`src/design/cfdd_pkg.sv`:
```
// ----------------------------------------------------------------------------
// cfdd_pkg: shared types, constants and scaling functions
// Register codes, deadband limits and the pitch scaling used by the
// control frame deframer.
// ----------------------------------------------------------------------------
package cfdd_pkg;

  // Window and field widths
  localparam int unsigned WIN_DEPTH   = 8;
  localparam int unsigned FILL_W      = $clog2(WIN_DEPTH + 1);
  localparam int unsigned BYTE_W      = 8;
  localparam int unsigned AXIS_W      = 9;
  localparam int unsigned PITCH_W     = 14;
  localparam int unsigned VERT_W      = 8;
  localparam int unsigned MODE_W      = 2;
  localparam int unsigned CFG_INDEX_W = 1;
  localparam int unsigned CFG_DATA_W  = 8;

  // Register reset values
  localparam logic [BYTE_W-1:0] HEAD_RESET = 8'd170;
  localparam logic [BYTE_W-1:0] TAIL_RESET = 8'd85;

  // Deadband around the stick center
  localparam logic [BYTE_W-1:0] DEAD_LO = 8'd123;
  localparam logic [BYTE_W-1:0] DEAD_HI = 8'd131;
  localparam logic [AXIS_W-1:0] CENTER  = 9'd127;

  // Button bits
  localparam int unsigned BTN_DOWN = 0;
  localparam int unsigned BTN_UP   = 1;
  localparam int unsigned BTN_FAST = 2;
  localparam int unsigned BTN_SLOW = 3;

  // Vertical thrust levels
  localparam logic signed [VERT_W-1:0] VERT_POS  = 8'sd64;
  localparam logic signed [VERT_W-1:0] VERT_NEG  = -8'sd64;
  localparam logic signed [VERT_W-1:0] VERT_ZERO = 8'sd0;

  // Configuration register index
  typedef enum logic [CFG_INDEX_W-1:0] {
    REG_HEAD = 1'b0,
    REG_TAIL = 1'b1
  } cfg_reg_t;

  // Speed mode codes
  typedef enum logic [MODE_W-1:0] {
    MODE_NORMAL = 2'd0,
    MODE_FAST   = 2'd1,
    MODE_SLOW   = 2'd2
  } speed_mode_t;

  // Snap the deadband to center, then remove the center offset
  function automatic logic signed [AXIS_W-1:0] axis_offset(input logic [BYTE_W-1:0] b);
    logic [AXIS_W-1:0] ext;
    ext = {1'b0, b};
    if (b >= DEAD_LO && b <= DEAD_HI) begin
      return '0;
    end
    return $signed(ext - CENTER);
  endfunction

  // d * 1024 / 17 rounded: 1024 = 17*60 + 4, so
  // q = 60*mag + floor((4*mag + 8) / 17), the small quotient by reciprocal 241/4096
  function automatic logic signed [PITCH_W-1:0] pitch_scale(input logic signed [AXIS_W-1:0] d);
    logic [AXIS_W-1:0]  dabs;
    logic [7:0]         mag;
    logic [9:0]         rem_num;
    logic [17:0]        rem_prod;
    logic [4:0]         rem_q;
    logic [PITCH_W-1:0] q;
    dabs     = d[AXIS_W-1] ? (~d + 9'd1) : d;
    mag      = dabs[7:0];
    rem_num  = {mag, 2'b00} + 10'd8;
    rem_prod = {8'd0, rem_num} * 18'd241;
    rem_q    = rem_prod[16:12];
    q        = ({6'd0, mag} * 14'd60) + {9'd0, rem_q};
    return d[AXIS_W-1] ? $signed(~q + 14'd1) : $signed(q);
  endfunction

endpackage

```
`src/design/cfdd_stream_if.sv`:
```
// ----------------------------------------------------------------------------
// cfdd_stream_if: received byte channel
// Valid/ready channel carrying one stream byte and its end of buffer mark.
// ----------------------------------------------------------------------------
interface cfdd_stream_if
  import cfdd_pkg::*;
();
  logic              valid;
  logic              ready;
  logic [BYTE_W-1:0] data_byte;
  logic              end_of_buffer;

  modport source (output valid, output data_byte, output end_of_buffer, input ready);
  modport sink   (input valid, input data_byte, input end_of_buffer, output ready);
endinterface

```
`src/design/cfdd_command_if.sv`:
```
// ----------------------------------------------------------------------------
// cfdd_command_if: motion command channel
// Valid/ready channel carrying one decoded motion command.
// ----------------------------------------------------------------------------
interface cfdd_command_if
  import cfdd_pkg::*;
();
  logic                      valid;
  logic                      ready;
  logic signed [AXIS_W-1:0]  surge_level;
  logic signed [AXIS_W-1:0]  sway_level;
  logic signed [AXIS_W-1:0]  turn_level;
  logic signed [PITCH_W-1:0] pitch_angle;
  logic signed [VERT_W-1:0]  vertical_thrust;
  logic [MODE_W-1:0]         speed_mode;

  modport source (output valid, output surge_level, output sway_level, output turn_level,
                  output pitch_angle, output vertical_thrust, output speed_mode,
                  input ready);
  modport sink   (input valid, input surge_level, input sway_level, input turn_level,
                  input pitch_angle, input vertical_thrust, input speed_mode,
                  output ready);
endinterface

```
`src/design/control_frame_deframer_deadband_unit.sv`:
```
// ----------------------------------------------------------------------------
// control_frame_deframer_deadband_unit: frame sync and command decode
// A command appears in the cycle after the tail word is accepted.
// Throughput: one word per cycle unless the command is stalled. The window
// check, checksum and pitch scaling sit between window and command register.
// Reset: synchronous; empties the window, drops any held command and loads
// the default head and tail values.
// ----------------------------------------------------------------------------
module control_frame_deframer_deadband_unit
  import cfdd_pkg::*;
(
  input  logic                   clk,
  input  logic                   rst,
  input  logic                   cfg_we,
  input  logic [CFG_INDEX_W-1:0] cfg_index,
  input  logic [CFG_DATA_W-1:0]  cfg_data,
  cfdd_stream_if.sink            stream,
  cfdd_command_if.source         command
);

  logic [BYTE_W-1:0] head_byte;
  logic [BYTE_W-1:0] tail_byte;
  logic [BYTE_W-1:0] byte_window [WIN_DEPTH];
  logic [FILL_W-1:0] window_fill;
  logic              accept;
  logic              frame_match;
  logic [BYTE_W-1:0] checksum;
  logic [BYTE_W-1:0] buttons;

  // Configuration writes
  always_ff @(posedge clk) begin
    if (rst) begin
      head_byte <= HEAD_RESET;
      tail_byte <= TAIL_RESET;
    end else if (cfg_we) begin
      case (cfg_reg_t'(cfg_index))
        REG_HEAD: head_byte <= cfg_data;
        REG_TAIL: tail_byte <= cfg_data;
        default: ;
      endcase
    end
  end

  // Take a word whenever the command register is free or draining
  assign stream.ready = !command.valid || command.ready;
  assign accept       = stream.valid && stream.ready;

  // Frame check: head at the oldest slot, tail incoming, checksum over payload
  always_comb begin
    checksum = '0;
    for (int i = 1; i <= 6; i++) begin
      checksum = checksum ^ byte_window[i];
    end
    frame_match = (window_fill == FILL_W'(WIN_DEPTH)) &&
                  (byte_window[0] == head_byte) &&
                  (stream.data_byte == tail_byte) &&
                  (checksum == byte_window[WIN_DEPTH-1]);
  end

  assign buttons = byte_window[5];

  // Advance the window; clear it on a frame or at end of buffer
  always_ff @(posedge clk) begin
    if (rst) begin
      window_fill <= '0;
    end else if (accept) begin
      if (frame_match || stream.end_of_buffer) begin
        window_fill <= '0;
      end else if (window_fill != FILL_W'(WIN_DEPTH)) begin
        window_fill <= window_fill + FILL_W'(1);
      end
    end
  end

  always_ff @(posedge clk) begin
    if (accept) begin
      for (int i = 0; i < WIN_DEPTH - 1; i++) begin
        byte_window[i] <= byte_window[i+1];
      end
      byte_window[WIN_DEPTH-1] <= stream.data_byte;
    end
  end

  // Command valid flag
  always_ff @(posedge clk) begin
    if (rst) begin
      command.valid <= 1'b0;
    end else if (accept && frame_match) begin
      command.valid <= 1'b1;
    end else if (command.ready) begin
      command.valid <= 1'b0;
    end
  end

  // Decode the frame into the command register
  always_ff @(posedge clk) begin
    if (accept && frame_match) begin
      command.surge_level <= axis_offset(byte_window[1]);
      command.sway_level  <= axis_offset(byte_window[2]);
      command.turn_level  <= axis_offset(byte_window[3]);
      command.pitch_angle <= pitch_scale(axis_offset(byte_window[4]));
      if (buttons[BTN_UP]) begin
        command.vertical_thrust <= VERT_POS;
      end else if (buttons[BTN_DOWN]) begin
        command.vertical_thrust <= VERT_NEG;
      end else begin
        command.vertical_thrust <= VERT_ZERO;
      end
      if (buttons[BTN_SLOW]) begin
        command.speed_mode <= MODE_SLOW;
      end else if (buttons[BTN_FAST]) begin
        command.speed_mode <= MODE_FAST;
      end else begin
        command.speed_mode <= MODE_NORMAL;
      end
    end
  end

endmodule

```
`src/flat_wrapper.sv`:
```
// flat-port wrapper written by rule: the top's interface ports become plain ports
module control_frame_deframer_deadband_unit_flat import cfdd_pkg::*;
  (clk, rst, cfg_we, cfg_index, cfg_data, stream_valid, stream_data_byte, stream_end_of_buffer, stream_ready, command_valid, command_surge_level, command_sway_level, command_turn_level, command_pitch_angle, command_vertical_thrust, command_speed_mode, command_ready);
  cfdd_stream_if stream_i ();
  cfdd_command_if command_i ();
  input  logic clk;
  input  logic rst;
  input  logic cfg_we;
  input  logic [CFG_INDEX_W-1:0] cfg_index;
  input  logic [CFG_DATA_W-1:0] cfg_data;
  input wire logic [$bits(stream_i.valid)-1:0] stream_valid;
  input wire logic [$bits(stream_i.data_byte)-1:0] stream_data_byte;
  input wire logic [$bits(stream_i.end_of_buffer)-1:0] stream_end_of_buffer;
  output wire logic [$bits(stream_i.ready)-1:0] stream_ready;
  output wire logic [$bits(command_i.valid)-1:0] command_valid;
  output wire logic [$bits(command_i.surge_level)-1:0] command_surge_level;
  output wire logic [$bits(command_i.sway_level)-1:0] command_sway_level;
  output wire logic [$bits(command_i.turn_level)-1:0] command_turn_level;
  output wire logic [$bits(command_i.pitch_angle)-1:0] command_pitch_angle;
  output wire logic [$bits(command_i.vertical_thrust)-1:0] command_vertical_thrust;
  output wire logic [$bits(command_i.speed_mode)-1:0] command_speed_mode;
  input wire logic [$bits(command_i.ready)-1:0] command_ready;
  assign stream_i.valid = stream_valid;
  assign stream_i.data_byte = stream_data_byte;
  assign stream_i.end_of_buffer = stream_end_of_buffer;
  assign stream_ready = stream_i.ready;
  assign command_valid = command_i.valid;
  assign command_surge_level = command_i.surge_level;
  assign command_sway_level = command_i.sway_level;
  assign command_turn_level = command_i.turn_level;
  assign command_pitch_angle = command_i.pitch_angle;
  assign command_vertical_thrust = command_i.vertical_thrust;
  assign command_speed_mode = command_i.speed_mode;
  assign command_i.ready = command_ready;
  control_frame_deframer_deadband_unit u_core (.clk(clk), .rst(rst), .cfg_we(cfg_we), .cfg_index(cfg_index), .cfg_data(cfg_data), .stream(stream_i), .command(command_i));
endmodule
```
`config.mk`:
```
export PLATFORM = sky130hd
export DESIGN_NAME = control_frame_deframer_deadband_unit_flat
export DESIGN_NICKNAME = d
export VERILOG_FILES = /design/src/design/cfdd_pkg.sv /design/src/design/cfdd_stream_if.sv /design/src/design/cfdd_command_if.sv /design/src/design/control_frame_deframer_deadband_unit.sv /design/src/flat_wrapper.sv
export SDC_FILE = /design/constraint.sdc
export NUM_CORES = 1
export LEC_CHECK = 0
export ABC_CLOCK_PERIOD_IN_PS = 11120
export BUFFER_PORTS_ARGS = -buffer_cell sky130_fd_sc_hd__buf_2
export CAP_MARGIN = 20
export CORE_AREA = 4 4 124 126
export DETAILED_ROUTE_END_ITERATION = 8
export DIE_AREA = 0 0 128 130
export PLACE_DENSITY = 0.8
export SLEW_MARGIN = 5
export SYNTH_ARGS = -nofsm -noshare
export SYNTH_HDL_FRONTEND = slang
export SYNTH_SLANG_ARGS = --single-unit
```
`constraint.sdc`:
```
create_clock -name clk -period 11.12 [get_ports clk]
set_input_delay 1.112 -clock clk [delete_from_list [all_inputs] [get_ports clk]]
set_output_delay 1.112 -clock clk [all_outputs]
set_load 0.02 [all_outputs]
```
==> impl_metrics.tcl, run 1 <==
set metrics [dict create \
    outcome "completed" \
    r2r-start "u_core.byte_window[1][0]" \
    critPathMaxFanout 10 \
    vdd_ir_drop_max_mv 0.215 \
    nets 897 \
    end_kind "flop" \
    antenna_found_initial 0 \
    hold_viol 0 \
    grt_use_met3_pct 4.50 \
    via_count 5553 \
    yosys_warnings 0 \
    skew_ns 0.0123 \
    cts.reportedPaths.clkPinSlew_ns 0.06 \
    io_buffers 69 \
    synth_seq_cells 130 \
    async_flop_share_pct 0 \
    std_cell_rows 44 \
    grt_max_degree 67 \
    clock-sinks 130 \
    path_class "flop to flop" \
    p_leak_nw 3.68 \
    synthFlopType "edfxtp_1" \
    gp_congestion 0.900 \
    crit_top_cell "ha_1" \
    postCtsHoldBufs 0 \
    clk_latency_ns 0.42 \
    holdWs_ns 0.470 \
    route.detailed.wl_per_inst_um 16.1 \
    p_comb_share_pct 57.0 \
    worst_setup_path_start_kind "flop" \
    p_int_mw 1.64 \
    grt_pass1_wl_um 26900 \
    synth_cell_type_count 70 \
    drt-initial-drc-count 423 \
    tns_ns 0 \
    hpwlAfterDp_um 11600 \
    wirelength_um 16000 \
    cts_max_level 4 \
    maxCapViolations 0 \
    cts_buffers 17 \
    start_util_pct 57.1 \
    regArea_mm2 0.00369 \
    gr-usage-met2_pct 34.5 \
    yosysTopAreaCellShare_pct 40.0 \
    finalCriticalPeriod_ns 9.82 \
    postRouteAntennaNets 0 \
    clockBufferDepth 2 \
    startpoint "u_core.byte_window[1][0]" \
    grt_pass1_vias 5463 \
    core_area_mm2 0.0143 \
    slowest_delay_ns 0.59 \
    post_cts_resize_count 0 \
    synth.largest_area_cell "edfxtp_1" \
    drc 0 \
    dieArea_mm2 0.0166 \
    p_per_area_mw_per_mm2 299 \
    clkPwrFrac_pct 19.8 \
    dieHeight_um 130 \
    hold_start "u_core.byte_window[1][18]" \
    synth.avg_cell_area_um2 11.2 \
    syn_inst 729 \
    fmax_mhz 102 \
    fin_crit_sh_pct 88.3 \
    layout-drive-gt1-share_pct 15.8 \
    antennaDiodeCount 0 \
    postCtsSetupRepairBufs 0 \
    vias_per_cell 5.58 \
    required_ns 11.28 \
    area_growth_pct 12.9 \
    worstMarginPinSlew_ns 0.958 \
    fp.dieW_um 128 \
    synth.most_common_cell "edfxtp_1" \
    stdcell_count 995 \
    sw_frac_of_total_pct 40.5 \
    slew_viol_final 0 \
    tritoncts "built" \
    slew_headroom_pct 36.1 \
    top_usage_layer "met2" \
    multiInputGateArea_mm2 0.00420 \
    rsz0062_at_grt "false" \
    crit_slowest_cell "o22ai_1" \
    fill_cells 1101 \
    overflow 0 \
    ys_top_cells_by_area "edfxtp_1, xnor2_1, ha_1, dfxtp_1, xor2_1" \
    drt_pass1_iterations 5 \
    power_switching_mw 1.12 \
    syn_area_mm2 0.00818 \
    p_seq_share_pct 23.2 \
    min_path_type "flop to flop" \
    worstPathArrival_ns 9.98 \
    place_inst 963 \
    ys_seq_area_share_pct 45.2 \
    synth-edff-count 109 \
    grt_use_met1_pct 26.1 \
    grt_use_total_pct 20.4 \
    setup_viol 0 \
    synth_commonest_cells "edfxtp_1, xnor2_1, ha_1, nor2_1, nand2_1" \
    ios 76 \
    cts_root_buffer "clkbuf_16" \
]
cells by family after synthesis:
logic type,count (synthesis),share of synthesized area [%]
other,1,0.0459
adders and majority gates,77,13.2
muxes,6,0.781
and+or+nand+nor,202,12.4
buffers and inverters,67,3.67
xor gates and xnor gates,139,15.3
DFF,130,45.2
AOI/OAI and AO/OA,107,9.35
per-layer routing:
| metal | up-vias | wire [um] |
|---|---|---|
| met5 | - | 0 |
| met4 | 0 | 292 |
| met3 | 30 | 979 |
| met2 | 186 | 7940 |
| met1 | 2646 | 6800 |
| li1 | 2691 | - |
worst paths after layout:
kind | endpoint | slack (ns) | cells after the start
hold reg to reg | u_core.byte_window[1][10] | 0.47 | 0
setup / recovery | u_core.command.pitch_angle[13] | 1.30 | 34
hold / removal | u_core.byte_window[1][10] | 0.47 | 0
setup reg to reg | u_core.command.pitch_angle[13] | 1.30 | 34
power by group through the flow:
stage | logic [mW] | clock network [mW] | registers, mW
2_1_floorplan | 1.29 | 0 | 0.640
3_3_place_gp | 1.49 | 0 | 0.649
3_5_place_dp | 1.55 | 0 | 0.650
4_1_cts | 1.57 | 0.554 | 0.640
5_1_grt | 1.78 | 0.576 | 0.643
6_report | 1.57 | 0.546 | 0.641
metrics by stage:
stage	area (um^2)	setup WS (ns)	power, mW	utilization [%]
3_5_place_dp	8630	1.41	2.20	60.3
4_1_cts	9230	1.36	2.76	64.5
3_3_place_gp	8630	1.95	2.14	60.3
2_1_floorplan	8190	2.65	1.93	-
5_1_grt	9230	0.649	3.00	64.5
6_report	9230	1.30	2.76	64.5
layout make-up:
| class | count | share of cell area, % |
|---|---|---|
| Multi-Input combinational cell | 537 | 45.5 |
| Sequential cell | 130 | 40.0 |
| Clock buffer | 21 | 5.47 |
| Timing Repair Buffer | 70 | 3.82 |
| Tap cell | 184 | 2.50 |
| Inverter | 42 | 1.71 |
| Clock inverter | 11 | 0.949 |
critical path, delay by kind of cell (launching register included):
family	cells	cell delay, ns
xor+xnor	5	1.24
simple gates	9	2.34
flops	1	0.51
compound gates	9	2.23
fa+ha+maj	9	3.05
buf+inv	2	0.19
placed cells by master (no fill, tap or decap), types with 3 or more instances in the layout:
cell type,instances
inv_1,39
a21o_1,9
clkbuf_16,20
conb_1,6
o31ai_1,3
a21oi_2,5
o22ai_1,3
dfxtp_1,21
nor3_1,10
o21ai_0,15
fa_1,16
nor2b_1,9
a211o_1,5
nor4_1,5
nand3b_1,6
nand2_1,45
clkinv_4,3
ha_1,60
and2_1,8
o21bai_1,5
or2_2,5
and3_1,12
edfxtp_1,109
o21ai_1,5
inv_6,3
nor2_1,48
buf_2,69
mux2i_1,5
xnor2_1,94
nand3_1,30
nand2b_1,6
nand4_1,6
inv_2,3
xor2_1,42
a21oi_1,32
state kept, by name (all words and copies together), names as in the netlist:
| name | flops |
|---|---|
| u_core.byte_window | 64 |
| u_core.command.pitch_angle | 14 |
| u_core.command.surge_level | 9 |
| u_core.command.sway_level | 9 |
| u_core.command.turn_level | 9 |
| u_core.head_byte | 8 |
| u_core.tail_byte | 8 |
| u_core.window_fill | 4 |
| u_core.command.speed_mode | 2 |
| u_core.command.vertical_thrust | 2 |
| u_core.command.valid | 1 |
No activity file was read; power rests on OpenSTA's default activity.
==> run 2: changes to the inputs <==
--- a/config.mk
+++ b/config.mk
@@ -11,6 +11,7 @@
 export CORE_AREA = 4 4 124 126
 export DETAILED_ROUTE_END_ITERATION = 8
 export DIE_AREA = 0 0 128 130
+export MAX_ROUTING_LAYER = met4
 export PLACE_DENSITY = 0.8
 export SLEW_MARGIN = 5
 export SYNTH_ARGS = -nofsm -noshare
==> impl_metrics.tcl, run 2 (synthesized netlist as in run 1, its figures left out) <==
set metrics [dict create \
    slew_headroom_pct 36.5 \
    fp.dieW_um 128 \
    layout-drive-gt1-share_pct 15.8 \
    core_area_mm2 0.0143 \
    grt_pass1_wl_um 26900 \
    postCtsHoldBufs 0 \
    slew_viol_final 0 \
    worstMarginPinSlew_ns 0.953 \
    rsz0062_at_grt "false" \
    io_buffers 69 \
    finalCriticalPeriod_ns 9.82 \
    cts_max_level 4 \
    antennaDiodeCount 0 \
    hpwlAfterDp_um 11600 \
    cts_root_buffer "clkbuf_16" \
    grt_use_met3_pct 4.46 \
    maxCapViolations 0 \
    fill_cells 1101 \
    clk_latency_ns 0.42 \
    multiInputGateArea_mm2 0.00420 \
    outcome "completed" \
    largest_register_ffs 64 \
    slowest_delay_ns 0.53 \
    final_cell_mix "edfxtp_1, xnor2_1, buf_2, ha_1, nor2_1" \
    post_cts_resize_count 0 \
    grt_use_met1_pct 26.1 \
    start_util_pct 57.1 \
    via_count 5570 \
    cts.reportedPaths.clkPinSlew_ns 0.06 \
    postCtsSetupRepairBufs 0 \
    tns_ns 0 \
    drt-initial-drc-count 467 \
    min_path_type "flop to flop" \
    antenna_found_initial 0 \
    ios 76 \
    skew_ns 0.0123 \
    worst_setup_path_start_kind "flop" \
    dieHeight_um 130 \
    required_ns 11.28 \
    fmax_mhz 102 \
    setup_viol 0 \
    regArea_mm2 0.00369 \
    overflow 0 \
    cts_buffers 17 \
    top_usage_layer "met2" \
    final_core_util_pct 64.5 \
    grt_use_total_pct 21.0 \
    critPathMaxFanout 11 \
    clockBufferDepth 2 \
    path_class "flop to flop" \
    gp_congestion 0.916 \
    regMostFlops "u_core.byte_window" \
    vias_per_cell 5.60 \
    grt_pass1_vias 5467 \
    reg_top3 "u_core.byte_window x64, u_core.command.pitch_angle x14" \
    vdd_ir_drop_max_mv 0.215 \
    nets 897 \
    crit_top_cell "ha_1" \
    drc 0 \
    crit_slowest_cell "nor4_1" \
    grt_max_degree 67 \
    area_growth_pct 12.9 \
    hold_viol 0 \
    final_common_cell "edfxtp_1" \
    std_cell_rows 44 \
    gr-usage-met2_pct 34.5 \
    drt_pass1_iterations 6 \
    p_per_area_mw_per_mm2 299 \
    fin_crit_sh_pct 88.3 \
    postRouteAntennaNets 0 \
    tritoncts "built" \
    dieArea_mm2 0.0166 \
    wirelength_um 16000 \
    p_leak_nw 3.68 \
    end_kind "flop" \
    route.detailed.wl_per_inst_um 16.1 \
    worstPathArrival_ns 9.98 \
    clock-sinks 130 \
]
## run 2: cell counts in the layout (fill, tap and decap cells not counted)
Identical to the previous run, type by type.
## run 2: metrics by stage
step           hold slack (ns)  power (mW)  cells  cell area [um^2]  setup slack (ns)
2_1_floorplan            0.424        1.93    734              8190              2.65
3_3_place_gp             0.453        2.14    963              8630              1.95
3_5_place_dp             0.456        2.20    963              8630              1.41
4_1_cts                  0.469        2.76    995              9230              1.36
5_1_grt                  0.488        3.00    995              9230             0.649
6_report                 0.470        2.76    995              9230              1.30
## run 2: final timing paths
kind                            slack (ns)  cells past startpoint                              to                       from
worst max-delay path                  1.30                     34  u_core.command.pitch_angle[13]   u_core.byte_window[1][0]
worst min-delay path                  0.47                      0       u_core.byte_window[1][10]  u_core.byte_window[1][18]
worst max register to register        1.30                     34  u_core.command.pitch_angle[13]   u_core.byte_window[1][0]
worst min register to register        0.47                      0       u_core.byte_window[1][10]  u_core.byte_window[1][18]
## run 2: metal layers
| layer | share of wire [%] | up-vias |
|---|---|---|
| met5 | 0 | - |
| met4 | 1.9 | 0 |
| met2 | 49 | 192 |
| met1 | 43 | 2658 |
| met3 | 6.2 | 31 |
| li1 | - | 2689 |
## run 2: cell type report
cell class	instances	share of cell area, %
multi-input cells	537	45.5
inverters	42	1.71
clock buffers	21	5.47
well taps	184	2.50
repair buffers	70	3.82
clock inverters	11	0.949
flip-flops and latches	130	40.0
## run 2: worst max-delay path: cells and delay by family, from the launching register on
kind,cells,cell delay (ns)
and+or+nand+nor,10,2.67
adders and majority gates,9,3.00
xor gates and xnor gates,5,1.23
AOI/OAI and AO/OA,8,1.96
DFF,1,0.51
buffers and inverters,2,0.19
## run 2: where the power goes
part / switching [mW] / internal, mW / leakage (nW) / total [mW]
registers: 0.0235 / 0.617 / 1.20 / 0.640
clock network: 0.217 / 0.329 / 0.292 / 0.546
logic: 0.877 / 0.696 / 2.19 / 1.57
